--- src/rtl/jbce_pkg.sv ---
// Types, command byte constants and helpers for the JTAG bit command encoder.
package jbce_pkg;

    typedef enum logic [1:0] {
        REQ_SHIFT = 2'd0,
        REQ_FLUSH = 2'd1,
        REQ_RESET = 2'd2,
        REQ_SPEED = 2'd3
    } req_type_t;

    typedef struct packed {
        req_type_t  req_type;
        logic       tms_bit;
        logic       tdi_bit;
        logic       tdo_wanted;
        logic       reset_req;
        logic [1:0] speed_code;
    } req_t;

    typedef struct packed {
        logic [7:0] cmd_byte;
        logic       expects_reply;
        logic       last;
    } cmd_t;

    localparam int unsigned MAX_BYTES  = 4;
    localparam int unsigned NUM_SLOTS  = 5;

    localparam logic [7:0] CMD_CLK_START = 8'hA4;
    localparam logic [7:0] CMD_TDI_ONE   = 8'h0B;
    localparam logic [7:0] CMD_TDI_ZERO  = 8'h0A;
    localparam logic [7:0] CMD_BIT_LEAD  = 8'hC0;
    localparam logic [7:0] CMD_TMS_HIGH  = 8'hEC;
    localparam logic [7:0] CMD_TMS_LOW   = 8'hE8;
    localparam logic [7:0] CMD_BIT_READ  = 8'hD4;
    localparam logic [7:0] CMD_BIT_WRITE = 8'hC4;
    localparam logic [7:0] CMD_CLK_LOW   = 8'hCA;
    localparam logic [7:0] CMD_IDLE      = 8'hA0;
    localparam logic [7:0] CMD_SPEED     = 8'hA8;
    localparam logic [7:0] CMD_RST_TMS   = 8'h04;
    localparam logic [7:0] CMD_RST_ASSERT = 8'h02;
    localparam logic [7:0] CMD_PACKED    = 8'h30;

    // The adapter answers read-type bytes with one reply byte.
    function automatic logic wants_reply(input logic [7:0] b);
        return ((b & 8'hC0) == 8'h40) || ((b & 8'hD0) == 8'hD0);
    endfunction

endpackage

--- src/rtl/jtag_bit_command_encoder.sv ---
// Each request is held in the input register and its bytes leave through the result register.
// Throughput: one request per cycle when it yields at most one byte and the output is not
// stalled; a longer request holds the input register until its last byte is taken (one byte per cycle unless stalled).
// Reset (rst_n low, asynchronous) clears clock, TMS and pending-bit state and
// empties both the request and result registers.
module jtag_bit_command_encoder (
    input  logic            clk,
    input  logic            rst_n,
    input  logic            req_valid,
    output logic            req_stall,
    input  jbce_pkg::req_t  req,
    output logic            cmd_valid,
    input  logic            cmd_stall,
    output jbce_pkg::cmd_t  cmd
);

    jbce_pkg::req_t in_reg;
    logic           in_valid_reg;
    logic           in_valid_next;
    logic [1:0]     idx_reg;
    logic [1:0]     idx_next;

    logic           clock_active_reg, clock_active_next;
    logic           tms_level_reg, tms_level_next;
    logic [3:0]     pending_bits_reg, pending_bits_next;
    logic [1:0]     pending_count_reg, pending_count_next;

    jbce_pkg::cmd_t cmd_reg;
    logic           cmd_valid_reg;
    logic           cmd_valid_next;

    logic [7:0]     slot_byte [jbce_pkg::NUM_SLOTS];
    logic           slot_en   [jbce_pkg::NUM_SLOTS];
    logic [7:0]     burst     [jbce_pkg::MAX_BYTES];
    logic [2:0]     burst_len;
    logic [1:0]     last_idx;
    logic [7:0]     tdi_code;
    logic [3:0]     packed_bits;
    logic           pack_only;
    logic           out_free;
    logic           step;
    logic           done;
    logic           take;

    // Build the candidate byte sequence and the state after this request.
    always_comb
    begin
        for (int i = 0; i < jbce_pkg::NUM_SLOTS; i++)
        begin
            slot_byte[i] = 8'h00;
            slot_en[i]   = 1'b0;
        end
        clock_active_next  = clock_active_reg;
        tms_level_next     = tms_level_reg;
        pending_bits_next  = pending_bits_reg;
        pending_count_next = pending_count_reg;

        tdi_code  = in_reg.tdi_bit ? jbce_pkg::CMD_TDI_ONE : jbce_pkg::CMD_TDI_ZERO;
        pack_only = clock_active_reg && !in_reg.tdo_wanted
                    && (in_reg.tms_bit == tms_level_reg);
        packed_bits = (pending_count_reg == 2'd0) ? {3'b000, in_reg.tdi_bit}
                      : (pending_bits_reg | ({3'b000, in_reg.tdi_bit} << pending_count_reg));

        unique case (in_reg.req_type)
            jbce_pkg::REQ_SHIFT:
            begin
                if (pack_only)
                begin
                    pending_bits_next = packed_bits;
                    if (pending_count_reg == 2'd3)
                    begin
                        slot_byte[0]       = jbce_pkg::CMD_PACKED | {4'h0, packed_bits};
                        slot_en[0]         = 1'b1;
                        pending_count_next = 2'd0;
                    end
                    else
                    begin
                        pending_count_next = pending_count_reg + 2'd1;
                    end
                end
                else
                begin
                    slot_byte[0] = jbce_pkg::CMD_CLK_START;
                    slot_en[0]   = !clock_active_reg;
                    slot_byte[1] = {2'b00, pending_count_reg - 2'd1, pending_bits_reg};
                    slot_en[1]   = (pending_count_reg != 2'd0);
                    slot_byte[2] = jbce_pkg::CMD_BIT_LEAD | tdi_code;
                    slot_en[2]   = 1'b1;
                    slot_byte[3] = in_reg.tms_bit ? jbce_pkg::CMD_TMS_HIGH
                                                  : jbce_pkg::CMD_TMS_LOW;
                    slot_en[3]   = (in_reg.tms_bit != tms_level_reg);
                    slot_byte[4] = (in_reg.tdo_wanted ? jbce_pkg::CMD_BIT_READ
                                                      : jbce_pkg::CMD_BIT_WRITE) | tdi_code;
                    slot_en[4]   = 1'b1;
                    clock_active_next  = 1'b1;
                    tms_level_next     = in_reg.tms_bit;
                    pending_count_next = 2'd0;
                end
            end
            jbce_pkg::REQ_FLUSH:
            begin
                slot_byte[1] = {2'b00, pending_count_reg - 2'd1, pending_bits_reg};
                slot_en[1]   = (pending_count_reg != 2'd0);
                slot_byte[2] = jbce_pkg::CMD_CLK_LOW;
                slot_en[2]   = 1'b1;
                slot_byte[3] = jbce_pkg::CMD_IDLE;
                slot_en[3]   = 1'b1;
                clock_active_next  = 1'b0;
                pending_count_next = 2'd0;
            end
            jbce_pkg::REQ_RESET:
            begin
                slot_byte[0] = jbce_pkg::CMD_TMS_LOW
                               | (tms_level_reg ? jbce_pkg::CMD_RST_TMS : 8'h00)
                               | (in_reg.reset_req ? jbce_pkg::CMD_RST_ASSERT : 8'h00);
                slot_en[0]   = 1'b1;
            end
            jbce_pkg::REQ_SPEED:
            begin
                slot_byte[0] = jbce_pkg::CMD_SPEED | {6'b000000, in_reg.speed_code};
                slot_en[0]   = 1'b1;
            end
            default:
            begin
                slot_en[0] = 1'b0;
            end
        endcase
    end

    // Compact enabled slots into the burst, keeping at most four bytes.
    always_comb
    begin
        for (int k = 0; k < jbce_pkg::MAX_BYTES; k++)
        begin
            burst[k] = 8'h00;
        end
        burst_len = 3'd0;
        for (int i = 0; i < jbce_pkg::NUM_SLOTS; i++)
        begin
            if (slot_en[i] && (burst_len < 3'd4))
            begin
                burst[burst_len[1:0]] = slot_byte[i];
                burst_len = burst_len + 3'd1;
            end
        end
    end

    always_comb
    begin
        last_idx  = 2'(burst_len - 3'd1);
        out_free  = !cmd_valid_reg || !cmd_stall;
        step      = in_valid_reg && ((burst_len == 3'd0) || out_free);
        done      = step && ((burst_len == 3'd0) || (idx_reg == last_idx));
        req_stall = in_valid_reg && !done;
        take      = req_valid && !req_stall;

        in_valid_next = take ? 1'b1 : (done ? 1'b0 : in_valid_reg);
        idx_next      = done ? 2'd0 : (step ? idx_reg + 2'd1 : idx_reg);

        if (step && (burst_len != 3'd0))
        begin
            cmd_valid_next = 1'b1;
        end
        else
        begin
            cmd_valid_next = cmd_valid_reg && cmd_stall;
        end
    end

    always_ff @(posedge clk or negedge rst_n)
    begin
        if (!rst_n)
        begin
            in_valid_reg      <= 1'b0;
            idx_reg           <= 2'd0;
            cmd_valid_reg     <= 1'b0;
            clock_active_reg  <= 1'b0;
            tms_level_reg     <= 1'b0;
            pending_bits_reg  <= 4'h0;
            pending_count_reg <= 2'd0;
        end
        else
        begin
            in_valid_reg  <= in_valid_next;
            idx_reg       <= idx_next;
            cmd_valid_reg <= cmd_valid_next;
            // commit state once the last byte of a request has moved out
            if (done)
            begin
                clock_active_reg  <= clock_active_next;
                tms_level_reg     <= tms_level_next;
                pending_bits_reg  <= pending_bits_next;
                pending_count_reg <= pending_count_next;
            end
        end
    end

    always_ff @(posedge clk)
    begin
        if (take)
        begin
            in_reg <= req;
        end
        if (step && (burst_len != 3'd0))
        begin
            cmd_reg.cmd_byte      <= burst[idx_reg];
            cmd_reg.expects_reply <= jbce_pkg::wants_reply(burst[idx_reg]);
            cmd_reg.last          <= (idx_reg == last_idx);
        end
    end

    assign cmd_valid = cmd_valid_reg;
    assign cmd       = cmd_reg;

endmodule

--- config.mk ---
export PLATFORM = sky130hd
export DESIGN_NAME = jtag_bit_command_encoder
export DESIGN_NICKNAME = d
export VERILOG_FILES = /design/src/rtl/jbce_pkg.sv /design/src/rtl/jtag_bit_command_encoder.sv
export SDC_FILE = /design/constraint.sdc
export NUM_CORES = 1
export LEC_CHECK = 0
export BUFFER_PORTS_ARGS = -buffer_cell sky130_fd_sc_hd__buf_2
export CORE_UTILIZATION = 55
export CTS_BUF_LIST = sky130_fd_sc_hd__clkbuf_4
export DETAILED_ROUTE_END_ITERATION = 7
export GPL_ROUTABILITY_DRIVEN = 0
export PLACE_DENSITY = 0.78
export SLEW_MARGIN = 0
export SYNTH_ARGS = -nofsm -noshare
export SYNTH_HDL_FRONTEND = slang
export SYNTH_SLANG_ARGS = --single-unit
--- constraint.sdc ---
create_clock -name clk -period 4.84 [get_ports clk]
set_clock_uncertainty 0.2 [all_clocks]
set_input_delay 0.726 -clock clk [delete_from_list [all_inputs] [get_ports clk]]
set_output_delay 0.726 -clock clk [all_outputs]
set_load 0.05 [all_outputs]
==> results.py <==
metrics = {
    "timing": {
        "hold_viol_final": 0,
        "final.setup.worst_slack_ns": -0.247,
        "worstMarginPinSlew_ns": 0.642,
        "finalMaxSlewViolations": 0,
        "period_share_pct": 105,
        "worst_slew_margin_rel_pct": 57.2,
        "tns_ns": -0.398,
        "setup_viol": 2,
        "rsz0062_at_grt": "yes",
        "fin_crit_ns": 5.09,
        "max_freq_mhz": 197,
    },
    "detailed_routing": {
        "ant_nets": 0,
        "dr.pass1.iters": 8,
        "viasPerCell": 6.99,
        "drc": 10,
        "routed_wl_um": 8470,
        "drtIter0Drc": 471,
        "vias": 2719,
        "wire_per_inst_um": 21.8,
    },
    "clocking": {
        "clkLatencyLatePin_ns": 0.36,
        "cts_buffers": 5,
        "cts_sinks": 30,
        "cts_buffer_depth": 2,
        "ctsHtreeMaxLevel": 2,
        "tritoncts": "yes",
        "clkTransAtPathRegs_ns": 0.11,
        "root_buffer": "clkbuf_4",
    },
    "flow_run": {
        "max-cap-violations": 0,
    },
    "setup_path": {
        "arrival_ns": 4.99,
        "path_max_fanout": 3,
        "crit_top_cell": "buf_4",
        "worst-endpoint-required_ns": 4.74,
        "path_class": "reg2reg",
        "endpoint_kind": "flip-flop",
        "slowest_delay_ns": 0.46,
        "start_kind": "flip-flop",
        "slowest_stage": "edfxtp_1",
    },
    "yosys": {
        "yosysSeqAreaShare_pct": 35.3,
        "yosys_warnings": 0,
        "synth.top_cell.area_share_pct": 22.7,
        "synthArstFlopShare_pct": 40.0,
        "synth_top_area_cell": "edfxtp_1",
        "yosysUniqueCellTypes": 64,
        "synth_area_leaders": "edfxtp_1, dfrtp_1, ha_1, nand2_1, a21oi_1",
        "syn-cell-area_um2": 2380,
        "ys_seq_elements": 30,
        "synth_cells": 253,
        "avgSynthCellArea_um2": 9.41,
        "synth_flop_cell": "edfxtp_1",
        "syn_nets": 278,
        "synth-edff-count": 18,
    },
    "floorplanning": {
        "initial_core_util_pct": 58.3,
        "ios": 24,
        "die_y_um": 67.8,
        "die_x_um": 67.8,
        "coreArea_um2": 4090,
        "num_rows": 23,
        "dieArea_um2": 4600,
    },
    "global_route": {
        "grt_pass1_wl_um": 12100,
        "antenna_found_initial": 0,
        "grt_overflow": 0,
        "first_global_vias": 2523,
        "grt_usage_pct": 37.0,
        "grt_max_degree": 18,
    },
    "finish": {
        "diodes": 0,
        "seqCellArea_um2": 845,
        "layout-drive-gt1-share_pct": 41.3,
        "n_fill_cell": 239,
        "multi_input_area_um2": 1540,
        "instances_no_fill": 389,
        "syn_to_final_growth_pct": 35.9,
        "fin_area_um2": 3240,
        "largest_reg_flops": 10,
        "num-nets-final": 363,
    },
    "placement": {
        "dp_slack_ns": 0.00961,
        "placed_cell_area_um2": 2740,
        "dp_hpwl_um": 4970,
        "placedCellCount": 337,
        "port_buffers": 23,
    },
    "worst_hold_path": {
        "hp-class": "in2async",
    },
    "outcome": {
        "violations": "DRC, setup timing",
        "status": "complete, but fails checks",
    },
}
placed cells by master (no fill, tap or decap), drive strengths merged, types with 6 or more instances in the layout:
cell / Yosys / layout
nor2: 11 / 11
a31oi: 9 / 9
o211ai: 6 / 6
and3: 7 / 7
ha: 13 / 13
inv: 16 / 16
buf: 5 / 93
dfrtp: 12 / 12
a21oi: 15 / 15
edfxtp: 18 / 18
nand3: 7 / 7
clkbuf: 10 / 6
o21ai: 9 / 9
nand2: 22 / 22
per-layer routing:
metal	up-vias	GRT usage (%)	share of wire (%)
met5	-	0	0
met4	0	30.7	10
met3	99	7.77	10
met2	239	60.5	46
met1	1230	40.8	34
li1	1151	-	-
worst paths after layout:
check	startpoint	to	slack [ns]	depth (start not counted)
min reg2reg	pending_count_reg[1]	pending_count_reg[1]	0.38	1
max reg2reg	in_reg[5]	cmd[4]	-0.25	30
max in group asynchronous	rst_n	tms_level_reg	4.15	1
min in group clk	req[3]	in_reg[3]	0.35	1
min	rst_n	idx_reg[0]	0.02	1
max	in_reg[5]	cmd[4]	-0.25	30
cells by family (layout without fill, tap and decap cells):
| logic type | Yosys count | in the layout | synth area share, % |
|---|---|---|---|
| AO/OA/AOI/OAI | 90 | 90 | 29.5 |
| AND/OR/NAND/NOR | 76 | 76 | 16.7 |
| buffers and inverters | 31 | 117 | 5.62 |
| flip-flops | 30 | 30 | 35.3 |
| adder cells (fa/ha/maj) | 13 | 13 | 6.83 |
| XOR/XNOR | 7 | 7 | 3.21 |
| multiplexers | 6 | 6 | 2.78 |
final cells by class:
type | instances | share of cell area (%)
tap | 50 | 1.93
multi-input combinational | 192 | 47.7
sequential | 30 | 26.1
clock buffer | 6 | 1.39
timing repair buffer | 93 | 20.7
clock inverter | 2 | 0.309
inverter | 16 | 1.86
per-stage QoR:
step           utilization (%)  hold slack [ns]
6_report                  79.2           0.0227
5_1_grt                   79.2           0.0411
4_1_cts                   75.4           0.0349
3_5_place_dp              67.0            0.344
3_3_place_gp              67.0            0.333
2_1_floorplan                -            0.230
what timing repair did:
action / CTS / global route
hold buffers: 0 / 0
buffers inserted: 32 / 12
gates resized for setup: 10 / 16
pin swaps: 7 / 11
endpoints found under the setup margin: 1 / 2
synth_stat cells, drive strengths merged (2+ instances only):
master   number
a211o         2
a211oi        3
a21o          3
a21oi        15
a221o         2
a22oi         5
a311oi        3
a31o          3
a31oi         9
a32o          2
a32oi         2
a41oi         5
and2          4
and3          7
buf           5
clkbuf       10
dfrtp        12
edfxtp       18
ha           13
inv          16
mux2          5
nand2        22
nand3         7
nand4         4
nor2         11
nor2b         3
nor3          3
nor3b         4
nor4          5
o211ai        6
o21ai         9
o22ai         2
o2bb2ai       2
o311ai        3
o32ai         3
or2           3
xnor2         4
xor2          3
critical path, delay by kind of cell (launching register included):
| family | cells | cell delay (ns) |
|---|---|---|
| buffers and inverters | 24 | 3.04 |
| xor gates and xnor gates | 1 | 0.24 |
| AOI/OAI and AO/OA | 4 | 0.79 |
| and+or+nand+nor | 1 | 0.11 |
| DFF | 1 | 0.46 |
Power is left out: the tool's default activity adds up to more than one toggle a clock period on the data nets, which glitch-free logic cannot reach.
